<file path="config.mk">
export PLATFORM = sky130hd
export DESIGN_NAME = periodic_task_tick_scheduler_top
export DESIGN_NICKNAME = d
export VERILOG_FILES = /design/src/design/pts_pkg.sv /design/src/design/pts_slot.sv /design/src/design/periodic_task_tick_scheduler_top.sv
export VERILOG_INCLUDE_DIRS = /design/src /design/src/design
export SDC_FILE = /design/constraint.sdc
export NUM_CORES = 1
export LEC_CHECK = 0
export BUFFER_PORTS_ARGS = -buffer_cell sky130_fd_sc_hd__buf_2
export CORE_ASPECT_RATIO = 1.75
export CORE_MARGIN = 8
export CORE_UTILIZATION = 45
export DETAILED_ROUTE_END_ITERATION = 8
export GPL_TIMING_DRIVEN = 0
export HOLD_SLACK_MARGIN = 0.15
export PLACE_DENSITY = 0.64
export SYNTH_ARGS = -nofsm -noshare
export SYNTH_HDL_FRONTEND = slang
export SYNTH_SLANG_ARGS = --single-unit
</file>
<file path="constraint.sdc">
create_clock -name clk -period 3.21 [get_ports clk]
set_input_delay 0.321 -clock clk [delete_from_list [all_inputs] [get_ports clk]]
set_output_delay 0.321 -clock clk [all_outputs]
set_load 0.1 [all_outputs]
</file>
<file path="src/design/assert_macros.svh">
// Assertion macros shared by the scheduler RTL.
// Each macro expects signals named clk and rst_n in the including module.
`ifndef ASSERT_MACROS_SVH
`define ASSERT_MACROS_SVH

// Checked only while out of reset.
`define PTS_ASSERT(lbl, prop, msg) \
    lbl: assert property (@(posedge clk) disable iff (!rst_n) prop) else $error(msg);

// Checked at every edge, reset included.
`define PTS_ASSERT_ALWAYS(lbl, prop, msg) \
    lbl: assert property (@(posedge clk) prop) else $error(msg);

`endif

</file>
<file path="src/design/pts_pkg.sv">
// Types and constants for the periodic tick task scheduler.
// Used by pts_slot and periodic_task_tick_scheduler_top; depends on nothing.
package pts_pkg;

    localparam int DATA_W = 16;
    localparam int SLOT_W = 3;
    localparam int MASK_W = 8;

    localparam logic MODE_TICK     = 1'b0;
    localparam logic MODE_REGISTER = 1'b1;

    localparam logic STATUS_OK    = 1'b0;
    localparam logic STATUS_TAKEN = 1'b1;

    typedef logic [DATA_W-1:0] data_t;
    typedef logic [SLOT_W-1:0] slot_t;
    typedef logic [MASK_W-1:0] mask_t;

    localparam data_t DATA_ONE  = data_t'(1);
    localparam data_t DATA_ZERO = data_t'(0);

    // Command from the execute stage to one slot.
    typedef struct packed {
        logic  tick;
        logic  load;
        data_t period;
        data_t first_delay;
    } slot_cmd_t;

    // State seen by the execute stage; fire_due means it fires on a tick.
    typedef struct packed {
        logic occupied;
        logic pending;
        logic fire_due;
    } slot_stat_t;

endpackage

</file>
<file path="src/design/pts_slot.sv">
// One task slot: occupied bit, period, countdown and sticky pending flag.
// Depends on pts_pkg for the command and status structs.
module pts_slot (
    input  logic               clk,
    input  logic               rst_n,
    input  pts_pkg::slot_cmd_t cmd,
    output pts_pkg::slot_stat_t stat
);

    logic           occupied_reg;
    logic           occupied_next;
    logic           pending_reg;
    logic           pending_next;
    pts_pkg::data_t period_reg;
    pts_pkg::data_t period_next;
    pts_pkg::data_t countdown_reg;
    pts_pkg::data_t countdown_next;
    logic           zero_count;

    assign zero_count = (countdown_reg == pts_pkg::DATA_ZERO);

    always_comb
    begin
        occupied_next  = occupied_reg;
        pending_next   = pending_reg;
        period_next    = period_reg;
        countdown_next = countdown_reg;
        if (cmd.load)
        begin
            occupied_next  = 1'b1;
            period_next    = cmd.period;
            countdown_next = cmd.first_delay;
        end
        else if (cmd.tick && occupied_reg)
        begin
            if (zero_count)
            begin
                // Reload wraps to all ones when the period is zero.
                countdown_next = period_reg - pts_pkg::DATA_ONE;
                pending_next   = 1'b1;
            end
            else
            begin
                countdown_next = countdown_reg - pts_pkg::DATA_ONE;
            end
        end
    end

    always_ff @(posedge clk or negedge rst_n)
    begin
        if (!rst_n)
        begin
            occupied_reg <= 1'b0;
            pending_reg  <= 1'b0;
        end
        else
        begin
            occupied_reg <= occupied_next;
            pending_reg  <= pending_next;
        end
    end

    // Period and countdown are only read while the slot is occupied.
    always_ff @(posedge clk)
    begin
        period_reg    <= period_next;
        countdown_reg <= countdown_next;
    end

    assign stat.occupied = occupied_reg;
    assign stat.pending  = pending_reg;
    assign stat.fire_due = occupied_reg && zero_count;

endmodule

</file>
<file path="src/design/periodic_task_tick_scheduler_top.sv">
// Top level of the periodic tick task scheduler: input register, execute stage
// over a bank of pts_slot cells, and result register. Depends on pts_pkg.
//
//  channel | handshake           | payload
//  --------+---------------------+-------------------------------------------
//  in      | in_valid / in_ready | mode, slot, period, first_delay, handler_valid
//  out     | out_valid/out_ready | status, fired_mask, pending_mask
//
// One request per cycle sustained while out_ready is high; a request is taken into
// the input register, then the slot bank updates its result into the result register.
// All slots are updated in parallel in the execute stage.
// Reset frees every slot and clears all pending flags at once.
// While out_ready is low the result holds and one more request waits in the
// input register before in_ready drops.
module periodic_task_tick_scheduler_top #(
    parameter int TASK_SLOTS = 8
) (
    input  logic                   clk,
    input  logic                   rst_n,
    input  logic                   in_valid,
    output logic                   in_ready,
    input  logic                   mode,
    input  pts_pkg::slot_t         slot,
    input  pts_pkg::data_t         period,
    input  pts_pkg::data_t         first_delay,
    input  logic                   handler_valid,
    output logic                   out_valid,
    input  logic                   out_ready,
    output logic                   status,
    output pts_pkg::mask_t         fired_mask,
    output pts_pkg::mask_t         pending_mask
);

    `include "assert_macros.svh"

    // Input register.
    logic           in_valid_reg;
    logic           mode_reg;
    pts_pkg::slot_t slot_reg;
    pts_pkg::data_t period_reg;
    pts_pkg::data_t first_delay_reg;
    logic           handler_valid_reg;

    // Result register.
    logic           out_valid_reg;
    logic           status_reg;
    logic           status_next;
    pts_pkg::mask_t fired_mask_reg;
    pts_pkg::mask_t fired_mask_next;
    pts_pkg::mask_t pending_mask_reg;
    pts_pkg::mask_t pending_mask_next;

    logic           exec;
    logic           do_tick;
    logic           do_load;
    pts_pkg::mask_t taken_vec;
    logic [TASK_SLOTS-1:0] pend_vec;

    pts_pkg::slot_cmd_t  cmd [TASK_SLOTS];
    pts_pkg::slot_stat_t stat [TASK_SLOTS];

    assign exec     = in_valid_reg && (!out_valid_reg || out_ready);
    assign in_ready = !in_valid_reg || exec;
    assign do_tick  = exec && (mode_reg == pts_pkg::MODE_TICK);

    // Slots outside the bank count as taken so a request to them is rejected.
    assign status_next = (mode_reg == pts_pkg::MODE_REGISTER) ? taken_vec[slot_reg]
                                                              : pts_pkg::STATUS_OK;
    assign do_load = exec && (mode_reg == pts_pkg::MODE_REGISTER)
                     && (status_next == pts_pkg::STATUS_OK) && handler_valid_reg;

    genvar gi;
    generate
        for (gi = 0; gi < TASK_SLOTS; gi++)
        begin : g_slot
            assign cmd[gi].tick        = do_tick;
            assign cmd[gi].period      = period_reg;
            assign cmd[gi].first_delay = first_delay_reg;
            if (gi < pts_pkg::MASK_W)
            begin : g_addr
                assign cmd[gi].load = do_load && (slot_reg == pts_pkg::slot_t'(gi));
            end
            else
            begin : g_noaddr
                assign cmd[gi].load = 1'b0;
            end

            assign pend_vec[gi] = stat[gi].pending;

            pts_slot u_slot (
                .clk   (clk),
                .rst_n (rst_n),
                .cmd   (cmd[gi]),
                .stat  (stat[gi])
            );
        end

        for (gi = 0; gi < pts_pkg::MASK_W; gi++)
        begin : g_mask
            if (gi < TASK_SLOTS)
            begin : g_present
                assign taken_vec[gi]         = stat[gi].occupied;
                assign fired_mask_next[gi]   = (mode_reg == pts_pkg::MODE_TICK)
                                               && stat[gi].fire_due;
                assign pending_mask_next[gi] = stat[gi].pending || fired_mask_next[gi];
            end
            else
            begin : g_absent
                assign taken_vec[gi]         = 1'b1;
                assign fired_mask_next[gi]   = 1'b0;
                assign pending_mask_next[gi] = 1'b0;
            end
        end
    endgenerate

    always_ff @(posedge clk or negedge rst_n)
    begin
        if (!rst_n)
        begin
            in_valid_reg  <= 1'b0;
            out_valid_reg <= 1'b0;
        end
        else
        begin
            if (in_ready)
            begin
                in_valid_reg <= in_valid;
            end
            if (exec)
            begin
                out_valid_reg <= 1'b1;
            end
            else if (out_ready)
            begin
                out_valid_reg <= 1'b0;
            end
        end
    end

    always_ff @(posedge clk)
    begin
        if (in_ready && in_valid)
        begin
            mode_reg          <= mode;
            slot_reg          <= slot;
            period_reg        <= period;
            first_delay_reg   <= first_delay;
            handler_valid_reg <= handler_valid;
        end
        if (exec)
        begin
            status_reg       <= status_next;
            fired_mask_reg   <= fired_mask_next;
            pending_mask_reg <= pending_mask_next;
        end
    end

    assign out_valid    = out_valid_reg;
    assign status       = status_reg;
    assign fired_mask   = fired_mask_reg;
    assign pending_mask = pending_mask_reg;

    `PTS_ASSERT(a_fired_is_pending,
        out_valid_reg |-> ((fired_mask_reg & ~pending_mask_reg) == '0),
        "fired slot not flagged pending")
    `PTS_ASSERT(a_reject_no_fire,
        (out_valid_reg && status_reg) |-> (fired_mask_reg == '0),
        "rejected request reports a firing")
    `PTS_ASSERT(a_pending_sticky,
        1'b1 |=> (($past(pend_vec) & ~pend_vec) == '0),
        "pending flag was cleared")
    // The pipeline is seen empty at the edge after any edge with reset low.
    `PTS_ASSERT_ALWAYS(a_reset_empty,
        !rst_n |=> (!out_valid_reg && !in_valid_reg),
        "pipeline not empty in reset")

endmodule
</file>
==> run summary, run 1 <==
total wire length: 53200 um
WL/cell: 24.0 um
Die H: 270 um
Synthesis Warnings: 0
worst skew pair latency: 0.58 ns
IO buf count: 59
Setup crit end kind: flop
DR vias: 13700
DR pass1 iterations: 5
final setup fails: 0
Detailed Place HPWL: 35100 um
Fmax: 313 MHz
worst-path cell chain: or4_4 -> nor4_4 -> and2_4 -> a21oi_4 -> ha_4 -> or3b_4 -> or4_4 -> a311o_2 -> a2111oi_4 -> xor2_1 -> o21ai_1
number of global-route vias before repair: 13800
Worst VDD drop: 0.519 mV
worst r2r dst: g_slot[5].u_slot.countdown_reg[10]
pin count of the biggest net entering global routing: 38
CTS tree: built
Post-DRT Antenna Nets: 0
Synth Instances: 1499
Leakage: 6.83 nW
worst reg2reg path depth: 11
Post-Layout Inst Area: 0.0202 mm2
Clock Path Buffers: 3
HP Start: out_ready
total congestion overflow: 0
final worst-path cycle share: 99.5%
fin crit period: 3.19 ns
syn_nets: 1548
drc violations: 0
core area: 0.0365 mm2
initial drt markers: 1156
Worst Hold Depth: 3
Worst Hold End: out_valid
Die ar.: 0.0435 mm2
Slew HR: 38.3%
sequential share of the synthesized area: 58.9%
R2R Path Start: g_slot[5].u_slot.countdown_reg[2]
syn_area_per_cell: 11.1 um2
Placed Area: 0.0175 mm2
Crit. Startpoint: g_slot[5].u_slot.countdown_reg[2]
Initial Util: 45.3%
Syn Std Cell Area: 0.0166 mm2
Final Hold Viols: 0
crit start category: flop
critical path buffer and inverter count: 0
RSZ-0062 raised after global routing: yes
final worst clock skew: 0.0160 ns
clock sinks: 328
Rows: 93
Placer Congestion: 0.897
CP peak stage delay: 0.50 ns
number of synthesized register bits: 328
critical path arrival: 3.52 ns
Worst-Margin Slew: 0.919 ns
commonest non-fill, non-tap cell in the layout: edfxtp_1
Ports: 60
Synth Flop Type: edfxtp_1
vias per inst: 6.18
share of cells above drive strength 1: 21.0%
delay-heaviest family, CP: simple AND/OR/NAND/NOR gates
Worst Path Required: 3.54 ns
first-pass GRT wire length: 79800 um
power density over the cells: 485 mW/mm2
initial antenna violation count: 0
CTS H-tree lvls: 1
clock transition at the registers of the reported paths: 0.07 ns
max-slew violations: 0
nets: 1761
chip width: 161 um
asr flop ratio synth: 5.49%
most frequent CP cell: or4_4
Crit Path Max Fanout: 5
Setup CP Type: flop to flop
Post-synth EDFFs: 310
area delta synth->final: 21.6%
most frequent cells in the layout: edfxtp_1 (310), nor2_1 (151), nand2_1 (138), a21oi_1 (122), o21ai_0 (95)
R2R Setup Slk: 0.02 ns
max cap viols: 0
post-synthesis cell type count: 87
Root Buffer: clkbuf_16
CTS buffer count: 30
slowest cell on the critical path: or4_4
Final Util: 55.2%
Hold Path Class: input port to flop
Tot GR Track Use: 23.8%
run status: finished, final reports clean
## timing repair
action	4_1_cts	5_1_grt
hold endpoints to repair	56	0
endpoints found under the setup margin	217	254
pin swaps	33	28
resized for setup	92	46
hold buffers	39	0
buffers inserted	66	25
## worst reg2reg max path: cells and delay by family (launching register included)
family / cells / cell delay (ns)
fa+ha+maj: 1 / 0.15
compound gates: 4 / 0.92
xor+xnor: 1 / 0.19
simple gates: 5 / 1.32
flops: 1 / 0.37
## layer usage
| layer | vias to the layer above | track usage [%] | share of wire [%] |
|---|---|---|---|
| li1 | 6188 | - | - |
| met1 | 6721 | 25.8 | 36 |
| met2 | 626 | 42.6 | 51 |
| met3 | 153 | 3.33 | 5.9 |
| met4 | 0 | 15.4 | 6.9 |
| met5 | - | 0 | 0 |
## report_power, final
group          switching [W]  internal, W
clock                0.00163      0.00210
sequential          0.000234      0.00492
combinational       0.000566     0.000321
## per-stage QoR
| step | setup slack, ns | hold slack (ns) | std cells | power (W) | setup TNS, ns |
|---|---|---|---|---|---|
| after floorplan | -0.0249 | 0.0254 | 1499 | 0.00565 | -0.0422 |
| after global placement | -0.640 | 0.320 | 2033 | 0.00596 | -78.68 |
| after detailed placement | -0.606 | 0.327 | 2033 | 0.00598 | -79.54 |
| after CTS | -0.115 | 0.177 | 2192 | 0.00977 | -0.354 |
| after global routing | -0.0999 | 0.207 | 2211 | 0.0101 | -0.308 |
| final | 0.0176 | 0.198 | 2215 | 0.00978 | 0 |
## synth_stat cells, types with 4 or more instances
library cell | number | area [um2]
clkbuf_1 | 30 | 113
nor3_1 | 57 | 285
o211ai_1 | 19 | 143
nor3b_1 | 9 | 67.6
nand3b_1 | 5 | 37.5
nor2b_1 | 5 | 31.3
or4_1 | 13 | 97.6
o21a_1 | 11 | 82.6
inv_1 | 13 | 48.8
or2_2 | 17 | 106
o2111ai_1 | 5 | 43.8
and2_1 | 5 | 31.3
ha_1 | 8 | 100
a31oi_1 | 42 | 263
a41oi_1 | 6 | 52.6
or3b_2 | 4 | 35.0
edfxtp_1 | 310 | 9310
dfrtp_1 | 18 | 450
nand2b_1 | 22 | 138
o41ai_1 | 4 | 35.0
o22a_1 | 5 | 43.8
o21ai_0 | 99 | 495
mux2i_1 | 4 | 40.0
xnor2_1 | 34 | 298
a31o_2 | 9 | 78.8
a21o_1 | 14 | 105
nand3_1 | 25 | 125
xor2_1 | 36 | 315
a211oi_1 | 12 | 90.1
nand4_1 | 8 | 50.1
nor2_1 | 155 | 582
and3_1 | 6 | 37.5
nor4_1 | 33 | 206
mux2_2 | 5 | 56.3
a2111oi_0 | 8 | 70.1
and3b_1 | 4 | 35.0
o21ai_1 | 4 | 20.0
a21oi_1 | 132 | 661
nand2_1 | 146 | 548
or3_1 | 40 | 250
buf_2 | 28 | 140
o21bai_1 | 4 | 30.0
a211o_1 | 4 | 35.0
o22ai_1 | 4 | 25.0
o31ai_1 | 10 | 75.1
## cells by family after synthesis
group | synth area share, %
buf+inv | 2.05
compound gates | 16.3
flops | 58.9
fa+ha+maj | 0.604
xor+xnor | 3.70
mux | 0.853
simple gates | 17.6
## final cells by class
class | count | area, um2
fill | 3203 | 16400
sequential | 328 | 9760
multi-input combinational | 1092 | 7030
timing repair buffer | 189 | 1380
clock buffer | 42 | 857
tap | 475 | 594
buffer | 57 | 318
clock inverter | 14 | 154
inverter | 14 | 52.6
antenna | 4 | 10.0
## how the worst max path moves through the flow
stage / endpoint / depth (start not counted)
after floorplan: g_slot[5].u_slot.countdown_reg[10] / 13
after global placement: g_slot[6].u_slot.countdown_reg[12] / 14
after detailed placement: g_slot[1].u_slot.countdown_reg[8] / 11
after CTS: g_slot[5].u_slot.countdown_reg[10] / 13
after global routing: g_slot[5].u_slot.countdown_reg[10] / 11
final: g_slot[5].u_slot.countdown_reg[10] / 11
(Power assumes the default switching activity.)
==> run 2, diff against run 1 <==
--- a/config.mk
+++ b/config.mk
@@ -9,11 +9,11 @@
 export BUFFER_PORTS_ARGS = -buffer_cell sky130_fd_sc_hd__buf_2
 export CORE_ASPECT_RATIO = 1.75
 export CORE_MARGIN = 8
-export CORE_UTILIZATION = 45
+export CORE_UTILIZATION = 25
 export DETAILED_ROUTE_END_ITERATION = 8
 export GPL_TIMING_DRIVEN = 0
 export HOLD_SLACK_MARGIN = 0.15
-export PLACE_DENSITY = 0.64
+export PLACE_DENSITY = 0.41
 export SYNTH_ARGS = -nofsm -noshare
 export SYNTH_HDL_FRONTEND = slang
 export SYNTH_SLANG_ARGS = --single-unit
==> run 2 against run 1 <==
Effect of this change:
- critical path depth increased by 1
- final cell count increased by 19%
- global-route usage shrank 8.0 points
- combinational power is 1% higher
- critical path type unchanged
- largest cell class unchanged
- highest routed layer unchanged
==> run summary, run 2 (synthesis results as in run 1) <==
RSZ-0062 raised after global routing: yes
antenna fix cells: 0 (-4)
CTS tree: built
sequential cell area: 0.00976 mm2 (unchanged)
internal power: 0.00776 W (+5.7%)
Crit Path Max Fanout: 5 (unchanged)
critical path arrival: 3.46 ns (-0.06 ns)
DR pass1 iterations: 6 (+1)
Worst VDD drop: 0.422 mV (-19%)
most frequent cells in the layout: edfxtp_1 (310), nor2_1 (150), nand2_1 (138), a21oi_1 (120), buf_4 (96)
Tot GR Track Use: 15.8% (-8.0 points)
commonest non-fill, non-tap cell in the layout: edfxtp_1
setup TNS: 0 ns (unchanged)
number of global-route vias before repair: 13700 (-0.39%)
Initial Util: 25.1% (-20 points)
final setup fails: 0 (unchanged)
Setup crit end kind: flop
slowest cell on the critical path: edfxtp_1
final worst-path cycle share: 99.3% (-0.16 points)
Setup CP Type: flop to flop
Rows: 125 (+34%)
Switching Power: 0.00266 W (+9.3%)
delay-heaviest family, CP: simple AND/OR/NAND/NOR gates
IO buf count: 59 (unchanged)
Die ar.: 0.0751 mm2 (+73%)
combinational share of power: 8.6% (-0.5 points)
pin count of the biggest net entering global routing: 38 (unchanged)
total wire length: 60600 um (+14%)
Leakage: 6.90 nW (+1.0%)
share of cells above drive strength 1: 21.7% (+0.75 points)
power density over the cells: 501 mW/mm2 (+3.3%)
max-slew violations: 0 (unchanged)
CTS buffer count: 36 (+20%)
CTS H-tree lvls: 2 (+1)
clock sinks: 328 (unchanged)
DR vias: 13400 (-1.9%)
Sequential Power Share: 49.6% (-3.1 points)
initial drt markers: 964 (-17%)
Post-DRT Antenna Nets: 0 (unchanged)
footprint of the multi-input gates: 0.00698 mm2 (-0.73%)
fin crit period: 3.19 ns (-0.00517 ns)
Placer Congestion: 0.880 (-2.0%)
Final Util: 31.5% (-24 points)
Final Hold Viols: 0 (unchanged)
final worst clock skew: 0.0227 ns (+0.00676 ns)
Ports: 60 (unchanged)
total congestion overflow: 0 (unchanged)
Clock power frac: 41.8% (+3.6 points)
Worst Path Required: 3.49 ns (-0.05 ns)
chip width: 211 um (+31%)
Placed Area: 0.0181 mm2 (+3.0%)
Fmax: 314 MHz (+0.16%)
Post-Layout Inst Area: 0.0208 mm2 (+3.1%)
first-pass GRT wire length: 88700 um (+11%)
Root Buffer: clkbuf_16
CP peak stage delay: 0.47 ns (-0.03 ns)
vias per inst: 5.10 (-18%)
Hold Path Class: input port to async pin
worst skew pair latency: 0.55 ns (-0.03 ns)
clock transition at the registers of the reported paths: 0.06 ns (about the same)
crit start category: flop
run status: finished, final reports clean
Fill cells: 6775 (+110%)
Slew HR: 15.0% (-23 points)
nets: 1766 (+0.28%)
initial antenna violation count: 1 (+1)
worst-path cell chain: nor4_2 -> and4b_2 -> and3_4 -> a21oi_4 -> ha_4 -> or3b_4 -> or3_4 -> a311oi_4 -> buf_4 -> nand3_4 -> xnor2_2 -> o21ai_1
WL/cell: 23.0 um (-4.3%)
Die H: 357 um (+32%)
max cap viols: 0 (unchanged)
drc violations: 0 (unchanged)
Detailed Place HPWL: 40800 um (+16%)
Clock Path Buffers: 3 (unchanged)
Worst-Margin Slew: 1.27 ns (+0.355 ns)
area delta synth->final: 25.5%
core area: 0.0660 mm2 (+81%)
sw frac: 25.5% (+0.62 points)
critical path buffer and inverter count: 1 (+1)
==> run 2: power groups by stage <==
stage	sequential (W)	combinational [W]	clock (W)
finish	0.00517	0.000899	0.00435
global route	0.00519	0.000971	0.00461
CTS	0.00517	0.000887	0.00448
detailed placement	0.00527	0.000761	0
global placement	0.00527	0.000755	0
floorplan	0.00524	0.000411	0
==> run 2: routing by layer <==
metal	track usage, %	share of wire [%]	up-vias
li1	-	-	6192
met2	28.8	52	455
met4	8.24	5.1	0
met1	17.6	39	6638
met5	0	0	-
met3	2.13	4.2	143
==> run 2: path summary, 6_finish.rpt <==
path | startpoint | to | slack (ns) | depth (start not counted)
worst max-delay path | g_slot[3].u_slot.countdown_reg[0] | g_slot[3].u_slot.countdown_reg[14] | 0.02 | 12
worst min-delay path | rst_n | g_slot[7].u_slot.occupied_reg | 0.31 | 2
worst max register to register | g_slot[3].u_slot.countdown_reg[0] | g_slot[3].u_slot.countdown_reg[14] | 0.02 | 12
worst min register to register | g_slot[5].u_slot.pending_reg | g_slot[5].u_slot.pending_reg | 0.47 | 1
max in group asynchronous | rst_n | g_slot[4].u_slot.occupied_reg | 2.53 | 2
min in group clk | g_slot[5].u_slot.pending_reg | g_slot[5].u_slot.pending_reg | 0.47 | 1
==> run 2: layout make-up <==
class	instances	area share [%]
Buffer	54	1.34
Clock inverter	26	1.27
Tap cell	889	5.35
Timing Repair Buffer	191	6.72
Multi-Input combinational cell	1092	33.6
Clock buffer	40	4.51
Inverter	14	0.271
Sequential cell	328	47.0
==> run 2: metrics by stage <==
step	setup slack [ns]	hold WS, ns	std cells	power (W)
global route	-0.0650	0.337	2634	0.0108
finish	0.0228	0.309	2634	0.0104
CTS	-0.160	0.302	2626	0.0105
detailed placement	-0.742	0.337	2448	0.00603
floorplan	-0.0249	0.0254	1499	0.00565
global placement	-0.827	0.335	2447	0.00602
==> run 2: timing repair <==
item / 4_1_cts / 5_1_grt
endpoints found under the hold margin: 57 / 0
cloned: 0 / 0
hold buffers: 41 / 0
endpoints found under the setup margin: 292 / 189
pin swaps: 40 / 30
setup buffers: 74 / 16
gates resized for setup: 95 / 37
==> run 3, diff against run 2 <==
--- a/config.mk
+++ b/config.mk
@@ -16,4 +16,5 @@
 export PLACE_DENSITY = 0.41
 export SYNTH_ARGS = -nofsm -noshare
 export SYNTH_HDL_FRONTEND = slang
+export SYNTH_HIERARCHICAL = 1
 export SYNTH_SLANG_ARGS = --single-unit
==> run 3 against run 2 <==
Effect of this change:
- die area rose by 3.2%
- flip-flop and latch count did not move
- critical path depth shrank 1
- sequential share of layout area is 1.2 points lower
- fmax up 1.5%
- hold slack hardly changed
- clock skew fell by 0.0087 ns
- synthesized area rose by 3.4%
- register-to-register slack better by 0.05 ns
- synthesized cell count shrank 2.5%
- critical endpoint is now g_slot[1].u_slot/countdown_reg[12]
==> run summary, run 3 <==
run status: finished, final reports clean
vias per inst: 5.10 (about the same)
final setup fails: 0 (unchanged)
Synth Flop Type: edfxtp_1
initial drt markers: 946 (-1.9%)
number of synthesized register bits: 328 (unchanged)
post-synthesis xor/xnor area fraction: 3.07% (-0.63 points)
main combinational cell family by area after synthesis: simple AND/OR/NAND/NOR gates
Worst Path Required: 3.55 ns (+0.06 ns)
leading area contributor after synthesis: edfxtp_1
first-pass GRT wire length: 90900 um (+2.4%)
total wire length: 62900 um (+3.8%)
total congestion overflow: 0 (unchanged)
Detailed Place HPWL: 41500 um (+1.8%)
Synth top area share: 54.4% (-1.8 points)
syn_area_per_cell: 11.7 um2 (+6.0%)
Syn Std Cell Area: 0.0171 mm2 (+3.4%)
share of cells above drive strength 1: 24.7% (+3.0 points)
syn_nets: 1511 (-2.4%)
Fmax: 318 MHz (+1.5%)
Leakage: 7.09 nW (+2.8%)
final worst clock skew: 0.0140 ns (-0.00867 ns)
Synth Area in Compound Gates: 17.2% (+0.95 points)
Simple-Gate Fraction of Synth Area: 18.2% (+0.58 points)
post-synthesis cell type count: 70 (-20%)
antenna fix cells: 0 (unchanged)
chip width: 214 um (+1.5%)
Setup WS pre-CTS: -1.43 ns (-0.686 ns)
top cells by area, synth: edfxtp_1 (54%), a21oi_1 (4.4%), nand2_1 (3.4%)
Ports: 60 (unchanged)
Root Buffer: clkbuf_16
setup TNS: 0 ns (unchanged)
nets: 1757 (-0.51%)
Crit Path Max Fanout: 5 (unchanged)
asr flop ratio synth: 5.49% (unchanged)
area delta synth->final: 24.4%
CTS tree: built
DR vias: 13400 (+0.082%)
DR pass1 iterations: 5 (-1)
Setup CP Type: flop to flop
Final Util: 31.3% (-0.23 points)
number of global-route vias before repair: 13600 (-0.68%)
worst skew pair latency: 0.61 ns (+0.06 ns)
RSZ-0062 raised after global routing: yes
CTS H-tree lvls: 1 (-1)
Setup WS post-layout: 0.0691 ns (+0.0463 ns)
critical path arrival: 3.49 ns (+0.03 ns)
clock sinks: 328 (unchanged)
Die ar.: 0.0775 mm2 (+3.2%)
max-slew violations: 0 (unchanged)
Hold Path Class: input port to async pin
Final Hold Viols: 0 (unchanged)
Slew HR: 22.8% (+7.8 points)
power density over the cells: 474 mW/mm2 (-5.5%)
Setup crit end kind: flop
core area: 0.0682 mm2 (+3.3%)
Placed Area: 0.0187 mm2 (+3.4%)
crit start category: flop
Post-synth EDFFs: 310 (unchanged)
Synth top cells by count: edfxtp_1 (310), nand2_1 (153), a21oi_1 (152)
Die H: 362 um (+1.6%)
Post-Layout Inst Area: 0.0213 mm2 (+2.5%)
Post-Synth Adder-Cell Area: 0.585% (-0.020 points)
IO buf count: 59 (unchanged)
drc violations: 0 (unchanged)
clock transition at the registers of the reported paths: 0.07 ns (about the same)
most frequent cell after synthesis: edfxtp_1
Initial Util: 25.1% (about the same)
max cap viols: 0 (unchanged)
Rows: 127 (+1.6%)
proportion of synthesized area in mux cells: 1.28% (+0.43 points)
WHS: 0.309 ns (-0.000407 ns)
pin count of the biggest net entering global routing: 38 (unchanged)
initial antenna violation count: 0 (-1)
Worst-Margin Slew: 1.15 ns (-0.123 ns)
sequential share of the synthesized area: 57.0% (-1.9 points)
Synthesis Warnings: 6 (+6)
commonest non-fill, non-tap cell in the layout: edfxtp_1
WL/cell: 23.9 um (+3.7%)
Tot GR Track Use: 15.9% (+0.073 points)
Worst VDD drop: 0.425 mV (+0.82%)
Synth Instances: 1462 (-2.5%)
Fill cells: 6883 (+1.6%)
fin crit period: 3.14 ns (-0.0463 ns)
most frequent cells in the layout: edfxtp_1 (310), a21oi_1 (147), nand2_1 (145), buf_4 (125), nor2_1 (88)
final worst-path cycle share: 97.8% (-1.4 points)
Clock Path Buffers: 3 (unchanged)
Placer Congestion: 0.858 (-2.5%)
CTS buffer count: 31 (-14%)
Post-DRT Antenna Nets: 0 (unchanged)
-- run 3: changes by cell type after synthesis, sizes merged, moves of 11 or more --
cell    previous run  this run
o21ai            103       124
nor4              36        50
o211a              1        12
o211ai            19         8
nand2b            22         9
clkbuf            33        21
nor2             155        88
a21oi            132       152
-- run 3: worst max-delay path: stages, from the launching register on --
cell and delay (ns):
edfxtp_1 0.40, or4_4 0.56, or3_4 0.43, nor3_4 0.18, buf_6 0.17, a21oi_4 0.07, ha_4 0.18, and2_4 0.14
o211ai_1 0.25, nor3b_2 0.11, mux2i_1 0.13, mux2_2 0.26
-- run 3: cells by family (layout without fill, tap and decap cells) --
group,after synthesis,in the layout
flip-flops,328,328
AO/OA/AOI/OAI,442,442
AND/OR/NAND/NOR,530,534
buffers and inverters,75,341
multiplexers,19,19
XOR/XNOR,60,60
adder cells (fa/ha/maj),8,8
-- run 3: routing by layer --
metal / global-route usage [%] / vias to the layer above / wire, um
met3: 1.62 / 121 / 2460
met1: 18.3 / 6753 / 24900
met5: 0 / - / 0
met4: 7.52 / 0 / 2990
met2: 28.7 / 394 / 32500
li1: - / 6171 / -
-- run 3: final cells by class --
class / count / area [um2] / area share [%]
multi-input cells: 1063 / 7370 / 34.6
well taps: 903 / 1130 / 5.30
clock buffers: 32 / 779 / 3.66
repair buffers: 209 / 1550 / 7.26
clock inverters: 25 / 238 / 1.12
flip-flops and latches: 328 / 9760 / 45.8
inverters: 13 / 48.8 / 0.229
plain buffers: 62 / 432 / 2.03
-- run 3: worst paths after layout --
check / start / to / slack (ns) / cells past startpoint
max in group asynchronous: rst_n / g_slot[4].u_slot/pending_reg / 2.45 / 2
worst max-delay path: g_slot[1].u_slot/countdown_reg[10] / g_slot[1].u_slot/countdown_reg[12] / 0.07 / 11
min in group clk: period[10] / period_reg[10] / 0.43 / 2
worst min register to register: g_slot[5].u_slot/pending_reg / g_slot[5].u_slot/pending_reg / 0.48 / 1
worst min-delay path: rst_n / g_slot[6].u_slot/pending_reg / 0.31 / 2
worst max register to register: g_slot[1].u_slot/countdown_reg[10] / g_slot[1].u_slot/countdown_reg[12] / 0.07 / 11
-- run 3: metrics by stage --
| step | power (W) | instances |
|---|---|---|
| floorplan | 0.00575 | 1462 |
| global placement | 0.00617 | 2424 |
| detailed placement | 0.00618 | 2428 |
| CTS | 0.0102 | 2564 |
| global route | 0.0104 | 2635 |
| finish | 0.0101 | 2635 |
-- run 3: what timing repair did --
item | 4_1_cts | 5_1_grt
hold buffers | 41 | 0
gates resized for setup | 40 | 35
gates cloned | 4 | 0
endpoints found under the setup margin | 330 | 121
buffers inserted | 34 | 71
pin swaps | 15 | 24
hold endpoints to repair | 57 | 0
-- run 3: where the power goes --
part / leakage [nW] / internal (W) / total, W / switching (W)
clock network: 0.487 / 0.00209 / 0.00385 / 0.00176
logic: 3.53 / 0.000378 / 0.000961 / 0.000583
registers: 3.08 / 0.00492 / 0.00529 / 0.000361
total: 7.09 / 0.00739 / 0.0101 / 0.00270
